$ cat config.mk
export PLATFORM = sky130hd
export DESIGN_NAME = joint_state_labeler_flat
export DESIGN_NICKNAME = d
export VERILOG_FILES = /design/src/rtl/jsl_pkg.sv /design/src/rtl/jsl_if.sv /design/src/rtl/jsl_cell.sv /design/src/rtl/joint_state_labeler.sv /design/src/flat_wrapper.sv
export SDC_FILE = /design/constraint.sdc
export NUM_CORES = 2
export LEC_CHECK = 0
export CAP_MARGIN = 20
export CELL_PAD_IN_SITES_DETAIL_PLACEMENT = 0
export CELL_PAD_IN_SITES_GLOBAL_PLACEMENT = 1
export CORE_MARGIN = 2
export CORE_UTILIZATION = 38
export DETAILED_ROUTE_END_ITERATION = 12
export DONT_BUFFER_PORTS = 1
export PLACE_DENSITY_LB_ADDON = 0.1
export SLEW_MARGIN = 20
export SYNTH_ARGS = -nofsm -noshare
export SYNTH_HDL_FRONTEND = slang
export SYNTH_SLANG_ARGS = --single-unit
$ cat constraint.sdc
create_clock -name clk -period 139 [get_ports clk]
set_clock_uncertainty 0.15 [all_clocks]
set_input_delay 6.95 -clock clk [delete_from_list [all_inputs] [get_ports clk]]
set_output_delay 6.95 -clock clk [all_outputs]
set_load 0.05 [all_outputs]
$ cat src/rtl/jsl_pkg.sv
// shared types and constants for the joint state labeler
// depends on nothing; used by the interfaces, the cell and the top level
package jsl_pkg;

	localparam int MAX_STATES = 64;
	localparam int FRAC_BITS  = 8;
	localparam int VALUE_BITS = 32;
	localparam int OUT_W      = 7;
	localparam int KEY_W      = VALUE_BITS - FRAC_BITS;
	localparam int CNT_W      = $clog2(MAX_STATES + 1);
	localparam int IDX_W      = $clog2(MAX_STATES);

	// floored pair, integer part of each sample
	typedef struct packed {
		logic signed [KEY_W-1:0] a;
		logic signed [KEY_W-1:0] b;
	} pair_t;

	typedef logic [CNT_W-1:0] count_t;
	typedef logic [IDX_W-1:0] idx_t;

endpackage

$ cat src/rtl/jsl_if.sv
// handshake channels of the joint state labeler: sample input and label output
// depends on jsl_pkg
interface jsl_sample_if
	import jsl_pkg::*;
();
	logic                         valid;
	logic                         ready;
	logic signed [VALUE_BITS-1:0] first_value;
	logic signed [VALUE_BITS-1:0] second_value;
	logic                         start_of_set;

	modport source (output valid, first_value, second_value, start_of_set, input ready);
	modport sink   (input valid, first_value, second_value, start_of_set, output ready);
endinterface

interface jsl_label_if
	import jsl_pkg::*;
();
	logic             valid;
	logic             ready;
	logic [OUT_W-1:0] joint_label;
	logic [OUT_W-1:0] label_bound;
	logic             overflow;

	modport source (output valid, joint_label, label_bound, overflow, input ready);
	modport sink   (input valid, joint_label, label_bound, overflow, output ready);
endinterface

$ cat src/rtl/jsl_cell.sv
// one table cell: holds a floored pair, compares it with the probe, shifts right on append
// depends on jsl_pkg
module jsl_cell
	import jsl_pkg::*;
(
	input  logic  clk,
	input  logic  arst_n,
	input  logic  load,
	input  pair_t probe,
	input  logic  occupied,
	input  logic  shift,
	input  pair_t left,
	output pair_t stored,
	output logic  match
);

	pair_t pair_q;
	logic  match_q;

	// table payload, no reset
	always_ff @(posedge clk) begin
		if (shift) begin
			pair_q <= left;
		end
	end

	always_ff @(posedge clk or negedge arst_n) begin
		if (!arst_n) begin
			match_q <= 1'b0;
		end else if (load) begin
			match_q <= occupied && (pair_q == probe);
		end
	end

	assign stored = pair_q;
	assign match  = match_q;

endmodule

$ cat src/rtl/joint_state_labeler.sv
// joint state labeler: dense first-appearance labels for floored sample pairs
// the compare result is registered in the cells; the label then goes to the output register once it has room
// each item takes a compare step, then an encode and append step; no new sample is taken until both are done
// the output register lets the next item in while a result waits to be taken
// reset clears the pair count and handshake state; table contents stay undefined
// depends on jsl_pkg, jsl_if and jsl_cell
module joint_state_labeler
	import jsl_pkg::*;
(
	input  logic         clk,
	input  logic         arst_n,
	jsl_sample_if.sink   samples,
	jsl_label_if.source  labels
);

	// newest entry sits in cell 0; an entry at position p has label count - p
	pair_t                 chain [MAX_STATES+1];
	logic [MAX_STATES-1:0] match_vec;
	logic [MAX_STATES-1:0] occupied;

	pair_t  probe;
	logic   accept;
	logic   commit;
	logic   busy_q;
	logic   start_q;
	pair_t  key_q;
	count_t count_q;

	count_t eff_count;
	count_t new_count;
	logic   hit;
	logic   append;
	idx_t   hit_pos;
	count_t label;

	logic             out_valid_q;
	logic [OUT_W-1:0] joint_label_q;
	logic [OUT_W-1:0] label_bound_q;
	logic             overflow_q;

	// floor by dropping the fraction bits (arithmetic, toward minus infinity)
	assign probe.a = samples.first_value[VALUE_BITS-1:FRAC_BITS];
	assign probe.b = samples.second_value[VALUE_BITS-1:FRAC_BITS];

	assign samples.ready = !busy_q;
	assign accept        = samples.valid && samples.ready;
	// the encode and append step finishes only when the output register has room
	assign commit        = busy_q && (!out_valid_q || labels.ready);

	// a start transfer sees an empty table
	always_comb begin
		for (int i = 0; i < MAX_STATES; i++) begin
			occupied[i] = !samples.start_of_set && (count_t'(i) < count_q);
		end
	end

	assign chain[0] = key_q;

	genvar g;
	generate
		for (g = 0; g < MAX_STATES; g++) begin : g_cell
			jsl_cell u_cell (
				.clk      (clk),
				.arst_n   (arst_n),
				.load     (accept),
				.probe    (probe),
				.occupied (occupied[g]),
				.shift    (commit && append),
				.left     (chain[g]),
				.stored   (chain[g+1]),
				.match    (match_vec[g])
			);
		end
	endgenerate

	// at most one cell matches, since stored pairs are distinct
	always_comb begin
		hit_pos = '0;
		for (int i = 0; i < MAX_STATES; i++) begin
			if (match_vec[i]) begin
				hit_pos = hit_pos | idx_t'(i);
			end
		end
	end

	assign eff_count = start_q ? '0 : count_q;
	assign hit       = |match_vec;
	assign append    = !hit && (eff_count < count_t'(MAX_STATES));
	assign new_count = eff_count + count_t'(append);

	always_comb begin
		if (hit) begin
			label = eff_count - count_t'(hit_pos);
		end else if (append) begin
			label = new_count;
		end else begin
			label = '0;
		end
	end

	// item control and pair count
	always_ff @(posedge clk or negedge arst_n) begin
		if (!arst_n) begin
			busy_q  <= 1'b0;
			start_q <= 1'b0;
			count_q <= '0;
		end else begin
			if (accept) begin
				busy_q  <= 1'b1;
				start_q <= samples.start_of_set;
			end else if (commit) begin
				busy_q <= 1'b0;
			end
			if (commit) begin
				count_q <= new_count;
			end
		end
	end

	// probe key held for the append
	always_ff @(posedge clk) begin
		if (accept) begin
			key_q <= probe;
		end
	end

	// output register
	always_ff @(posedge clk or negedge arst_n) begin
		if (!arst_n) begin
			out_valid_q <= 1'b0;
		end else if (commit) begin
			out_valid_q <= 1'b1;
		end else if (labels.ready) begin
			out_valid_q <= 1'b0;
		end
	end

	always_ff @(posedge clk) begin
		if (commit) begin
			joint_label_q <= OUT_W'(label);
			label_bound_q <= OUT_W'(new_count + count_t'(1));
			overflow_q    <= !hit && !append;
		end
	end

	assign labels.valid       = out_valid_q;
	assign labels.joint_label = joint_label_q;
	assign labels.label_bound = label_bound_q;
	assign labels.overflow    = overflow_q;

`ifndef SYNTH
	// stored pairs are distinct, so the compare never hits twice
	assert property (@(posedge clk) disable iff (!arst_n) busy_q |-> $onehot0(match_vec))
		else $error("more than one cell matched");

	assert property (@(posedge clk) disable iff (!arst_n) count_q <= count_t'(MAX_STATES))
		else $error("pair count above table size");

	// overflow only when nothing matched and the table was full
	assert property (@(posedge clk) disable iff (!arst_n)
		commit && !hit && !append |-> eff_count == count_t'(MAX_STATES))
		else $error("overflow with room in table");

	// count grows by at most one per committed item
	assert property (@(posedge clk) disable iff (!arst_n)
		commit && !start_q |=> count_q == $past(count_q) || count_q == $past(count_q) + 1'b1)
		else $error("pair count jumped");
`endif

endmodule

$ cat src/flat_wrapper.sv
// flat-port wrapper written by rule: the top's interface ports become plain ports
module joint_state_labeler_flat import jsl_pkg::*;
  (clk, arst_n, samples_valid, samples_first_value, samples_second_value, samples_start_of_set, samples_ready, labels_valid, labels_joint_label, labels_label_bound, labels_overflow, labels_ready);
  jsl_sample_if samples_i ();
  jsl_label_if labels_i ();
  input  logic clk;
  input  logic arst_n;
  input wire logic [$bits(samples_i.valid)-1:0] samples_valid;
  input wire logic [$bits(samples_i.first_value)-1:0] samples_first_value;
  input wire logic [$bits(samples_i.second_value)-1:0] samples_second_value;
  input wire logic [$bits(samples_i.start_of_set)-1:0] samples_start_of_set;
  output wire logic [$bits(samples_i.ready)-1:0] samples_ready;
  output wire logic [$bits(labels_i.valid)-1:0] labels_valid;
  output wire logic [$bits(labels_i.joint_label)-1:0] labels_joint_label;
  output wire logic [$bits(labels_i.label_bound)-1:0] labels_label_bound;
  output wire logic [$bits(labels_i.overflow)-1:0] labels_overflow;
  input wire logic [$bits(labels_i.ready)-1:0] labels_ready;
  assign samples_i.valid = samples_valid;
  assign samples_i.first_value = samples_first_value;
  assign samples_i.second_value = samples_second_value;
  assign samples_i.start_of_set = samples_start_of_set;
  assign samples_ready = samples_i.ready;
  assign labels_valid = labels_i.valid;
  assign labels_joint_label = labels_i.joint_label;
  assign labels_label_bound = labels_i.label_bound;
  assign labels_overflow = labels_i.overflow;
  assign labels_i.ready = labels_ready;
  joint_state_labeler u_core (.clk(clk), .arst_n(arst_n), .samples(samples_i), .labels(labels_i));
endmodule
* Yosys cells after proc, flatten, opt, wreduce, memory -nomap -nowiden
Cells that the tools add are included.
** Storage, ports and cells
- Flip-flop bits (word level) :: 3209
- Input port bits :: 69
- Latch bits :: 0
- Logic and storage cells :: 548
- Memories :: 0
- Memory bits (read-only) :: 0
- Output and inout port bits :: 17
- RAM bits :: 0
** Operators by class
- Muxes and demuxes :: 73
- Div/mod/pow operators :: 0
- Eq/ne operators :: 64
- Order comparisons :: 65
- Shift-type cells :: 0
- Reduce and logical (&&, ||, !) cells :: 142
- Add/sub/neg operators :: 3
- Multipliers :: 0
- Bitwise gates (word level) :: 0
** Operators by type and width (number)
- $eq A48 B48 Y1 :: 64
- $lt A6 B7 Y1 const A :: 32
- $mux W6 :: 32
- $logic_and A1 B1 Y1 :: 133
- $lt A5 B7 Y1 const A :: 16
- $mux W5 :: 16
- $reduce_or A64 Y1 :: 1
- $lt A4 B7 Y1 const A :: 8
- $mux W4 :: 8
- $lt A3 B7 Y1 const A :: 4
- $mux W7 :: 4
- $lt A1 B7 Y1 const A :: 2
- $lt A2 B7 Y1 const A :: 2
- $mux W3 :: 4
- $add A7 B1 Y7 :: 1
- $add A7 B1 Y7 const B :: 1
- $lt A7 B7 Y1 const B :: 1
- $mux W1 :: 7
- $sub A7 B6 Y7 :: 1
- $logic_not A1 Y1 :: 5
- $mux W2 :: 2
- $reduce_bool A2 Y1 :: 2
- $logic_or A1 B1 Y1 :: 1

* Depth between registers and ports, before layout
- Depth after elaboration :: 65
- Depth in mapped cells :: 13
- Gate-level depth less buffers :: 12

* Modules after synthesis
From an unflattened synthesis, not the netlist that was laid out.
** Second synthesis, totals
- Cells, all modules :: 7715
- Area, all modules :: 132594.7 um^2
** Modules (own cells, without submodules)
- jsl_cell :: cells an instance 115, area an instance 2011.9 um^2, sequential area each 1466.4 um^2, times used 64
- joint_state_labeler :: cells an instance 355, area an instance 3831.2 um^2, sequential area each 2142.1 um^2, times used 1

* Least setup slack after synthesis
Ideal clock, no wire load.
- Kind :: in2reg
- Start :: in labels_ready
- End :: reg u_core.g_cell[0].u_cell.pair_q, in the netlist u_core.g_cell[0].u_cell.stored[0] (enable)
- Buffers on the path :: 1
- Cell stages on the path :: 4
- Setup time :: 6632 ps
- Required time :: 132218 ps
- Data arrival time :: 134226 ps
- Setup slack :: -2008 ps
- Cells stage by stage :: nand2b_1 -> nand2_1 -> clkbuf_1 -> nor2_1
** On the way
- Cells in the longest elaborated chain, start to end :: 3
** RTL lines
- start: declaration :: RTL line flat_wrapper.sv:17 : input wire logic [$bits(labels_i.ready)-1:0] labels_ready;
- $logic_or A1 B1 Y1 :: RTL line joint_state_labeler.sv:48 : assign commit = busy_q && (!out_valid_q || labels.ready);
- $logic_and A1 B1 Y1 :: RTL line joint_state_labeler.sv:48
- $logic_and A1 B1 Y1 :: RTL line joint_state_labeler.sv:68 : .shift (commit && append),
- via u_core.g_cell[0].u_cell.shift :: RTL line jsl_cell.sv:11 : input logic shift,
- end signal: assignment :: RTL line jsl_cell.sv:23 : pair_q <= left;
- end: declaration :: RTL line jsl_cell.sv:17 : pair_t pair_q;
The timed path passes the listed nets, and every way through them passes these cells.
A chain may end at the register's enable or synchronous reset.

* Worst setup path in the final report
- Start :: in labels_ready
- End :: reg u_core.g_cell[62].u_cell.pair_q, in the netlist u_core.g_cell[62].u_cell.stored[43] (enable)
** On the way
- Cells in the longest elaborated chain, start to end :: 3
** RTL lines (RTL line)
- $logic_or A1 B1 Y1 :: joint_state_labeler.sv:48
- $logic_and A1 B1 Y1 :: joint_state_labeler.sv:48
- $logic_and A1 B1 Y1
- via u_core.g_cell[0].u_cell.shift :: jsl_cell.sv:11
- end signal: assignment :: jsl_cell.sv:23
- end: declaration :: jsl_cell.sv:17
The timed path passes the listed nets, and every way through them passes these cells.

==> summary.md <==
| Metric | Value |
|---|---|
| Crit Path Class | `in2reg` |
| Crit. Startpoint | `labels_ready` |
| Chip Height | `between 500 and 600 um` |
| DRC violations left | `0` |
| CP Buf/Inv Count | `10` |
| Setup crit start kind | `primary input` |
| Final Max Slew Viols | `0` |
| Hold Buf Count CTS | `0` |
| CP Max Fanout | `roughly 160` |
| Syn. warnings | `0` |
| Gpl congestion | `approximately 0.9` |
| EDFF count, synth | `3135` |
| F_max | `between 0.06 and 0.07 GHz` |
| Top delay family on crit path | `buffers and inverters` |
| Maximum vdd drop | `about 0.017 mV` |
| Reg-to-Reg Start | `u_core.g_cell[62].u_cell.match` |
| Arrival time worst endpoint | `15450 ps` |
| Hold endpoint | `u_core.g_cell[0].u_cell.stored[20]` |
| Synthesis-to-layout area growth | `12.1%` |
| Worst-path cell chain | `nand2b_1 > nand2_1 > nor2_4 > buf_4 > buf_4 > buf_4 > buf_4 > buf_4 > buf_12 > buf_4 > buf_4 > buf_6 > buf_4` |
| Initial antenna violation count | `13` |
| Most common cell after layout, fill and taps aside | `edfxtp_1` |
| Worst path slowest cell | `buf_4` |
| Leakage | `45.6 nW` |
| Skew-Pair Late Insertion Delay | `960 ps` |
| Hold WS | `about 270 ps` |
| Number of port buffers | `0` |
| Post-synthesis sequential area ratio | `71.9%` |
| Mapped Area | `approximately 130000 um2` |
| H-tree depth | `5` |
| Post-cts resize count | `0` |
| Total setup buffers inserted after CTS | `0` |
| Final wirelength | `485000 um` |
| Most used DFF post-synth | `edfxtp_1` |
| Reg clk slew, reported paths | `~60 ps` |
| Antenna Violating Nets Remaining | `0` |
| Vias | `approximately 74000` |
| Die Span X | `597 um` |
| Synthesized flop and latch total | `between 3000 and 4000` |
| Final min period | `around 15000 ps` |
| First-pass GRT wire length | `between 600000 and 700000 um` |
| WL/cell | `around 37 um` |
| Num ports | `86` |
| Layout cells sized above 1 | `between 7 and 8%` |
| CP endpoint kind | `flip-flop` |
| DRT iter0 DRCs | `about 8800` |
| Root Driver | `clkbuf_16` |
| Max-slew headroom | `between 10% and 20%` |
| Core ar. | `about 350000 um2` |
| Final net count | `8265` |
| Pwr dens | `approximately 22 nW/um2` |
| Worst Hold Class | `reg2reg` |
| Most frequent cells in the layout | `edfxtp_1 (3135), xnor2_1 (1550), xor2_1 (1321)` |
| Slowest stage delay, CP | `around 880 ps` |
| Status | `complete, no violations` |
| DP Wirelength | `298000 um` |
| Num CTS Buffers | `356` |
| Mapped Nets | `8192` |
| Vias in the first global route | `approximately 73000` |
| # rows | `between 200 and 250` |
| Worst hold path startpoint | `u_core.chain[3092]` |
| Worst Tran Pin Value | `roughly 1200 ps` |
| CP dominant cell by count | `buf_4` |
| Worst EP required | `about 140000 ps` |
| Reg2reg end | `u_core.g_cell[62].u_cell.stored[43]` |
| CTS Sinks | `around 3200` |
| Post-Synthesis Cells | `between 8000 and 9000` |
| DR vias/cell | `between 5 and 6` |
| Final setup fails | `0` |
| CTS Buffer Depth | `4` |
| Pin count of the biggest net entering global routing | `190` |
| Synth unique cells | `between 60 and 70` |
| CP Depth | `13` |
| Max_cap viols | `0` |
| Mean Syn Cell Area | `~16 um2` |
| Worst Hold Depth | `0` |
| Final Hold Fails | `0` |
| FILL cells | `~31000` |
| Gr usage total | `a little over a quarter` |
| Final worst-path cycle share | `10.8%` |
| Ys async rst share | `about 2.3%` |
| TritonCTS clock tree | `built` |
| Worst reg2reg path depth | `16` |
| R2r setup slk | `between 100000 and 150000 ps` |
| Pre-antenna DRT Iters | `6` |
| Setup TNS | `0 ps` |
| Die area | `about 360000 um2` |
| Remaining Overflow, GRT | `0` |
| RSZ-0062 raised after global routing | `false` |
| Initial Util | `38.2%` |
-- where the power goes --
group | internal [mW] | switching (mW) | total, mW
Clock | 0.548 | 0.401 | 0.950
Combinational | 0.168 | 0.310 | 0.478
Sequential | 1.51 | 0.288 | 1.80
-- state kept, by name, summed over array words and instances, names as in the netlist --
signal                       count
u_core.busy_q                    1
u_core.chain                    48
u_core.count_q                   7
u_core.g_cell.u_cell.match      64
u_core.g_cell.u_cell.stored   3072
u_core.labels.joint_label        7
u_core.labels.label_bound        7
u_core.labels.overflow           1
u_core.labels.valid              1
u_core.start_q                   1
-- worst max-delay path by stage --
stage and endpoint:
3_5_place_dp u_core.g_cell[61].u_cell.stored[12], 5_1_grt u_core.g_cell[61].u_cell.stored[37], 2_1_floorplan u_core.g_cell[0].u_cell.stored[0], 4_1_cts u_core.g_cell[61].u_cell.stored[37], 3_3_place_gp u_core.g_cell[61].u_cell.stored[12], 6_report u_core.g_cell[62].u_cell.stored[43]
-- synth_stat cells (all sizes together) (3+ instances only) --
library cell,instances,area (um2)
o31ai,24,180
a22o,42,368
nand3,25,125
and3,5,31.3
xor2,1321,11600
nand2,87,329
ha,10,125
o22ai,63,394
nor2b,12,75.1
o21ai,38,190
o2bb2ai,23,201
a2111oi,20,181
nand4,486,3050
clkbuf,26,97.6
nand2b,28,175
a32o,18,180
nand3b,3,22.5
a2bb2oi,3,26.3
mux2i,4,40.0
o221ai,19,166
a211oi,16,120
a221oi,25,219
nor3,37,185
nor2,43,161
a21oi,12,63.8
a22oi,10,75.1
edfxtp,3135,94100
or4,10,75.1
clkinv,7,26.3
a221o,8,80.1
buf,342,1780
nor4,450,2860
inv,94,353
dfrtp,74,1850
and2,4,25.0
o2111ai,14,123
xnor2,1550,13600
nor3b,3,27.5
-- routing by layer --
metal	up-vias	global-route usage [%]	part of all wire (%)
met3	665	4.50	7.1
met4	0	8.05	3.3
met1	39200	37.8	44
met2	3218	42.4	46
met5	-	0	0
li1	30500	-	-
-- area by class of cell --
| class | count | area (um2) | area share [%] |
|---|---|---|---|
| flip-flops and latches | 3209 | 96000 | 64.1 |
| repair buffers | 83 | 726 | 0.485 |
| well taps | 4599 | 5750 | 3.84 |
| diodes | 5 | 12.5 | 0.00836 |
| inverters | 101 | 379 | 0.253 |
| clock buffers | 453 | 9470 | 6.32 |
| clock inverters | 194 | 2050 | 1.37 |
| multi-input cells | 4434 | 35300 | 23.6 |
-- through the flow --
stage	setup WS, ps	utilization (%)	cell area [um2]	instances	power, mW
4_1_cts	123650	42.8	150000	13100	3.24
6_report	123920	42.8	150000	13100	3.23
2_1_floorplan	50260	-	133000	8112	3.06
3_3_place_gp	122780	39.5	138000	12400	2.28
3_5_place_dp	122690	39.5	138000	12400	2.28
5_1_grt	123280	42.8	150000	13100	3.33
-- cell families (layout without fill, tap and decap cells) --
kind of cell,count (synthesis),count (layout),synth area share [%]
adder cells (fa/ha/maj),11,11,0.109
buffers and inverters,469,831,1.69
XOR/XNOR,2871,2871,18.8
AND/OR/NAND/NOR,1203,1203,5.42
multiplexers,5,5,0.0384
other,0,5,0
flip-flops,3209,3209,71.9
AO/OA/AOI/OAI,344,344,1.98
Power figures use the tool's default switching activity.
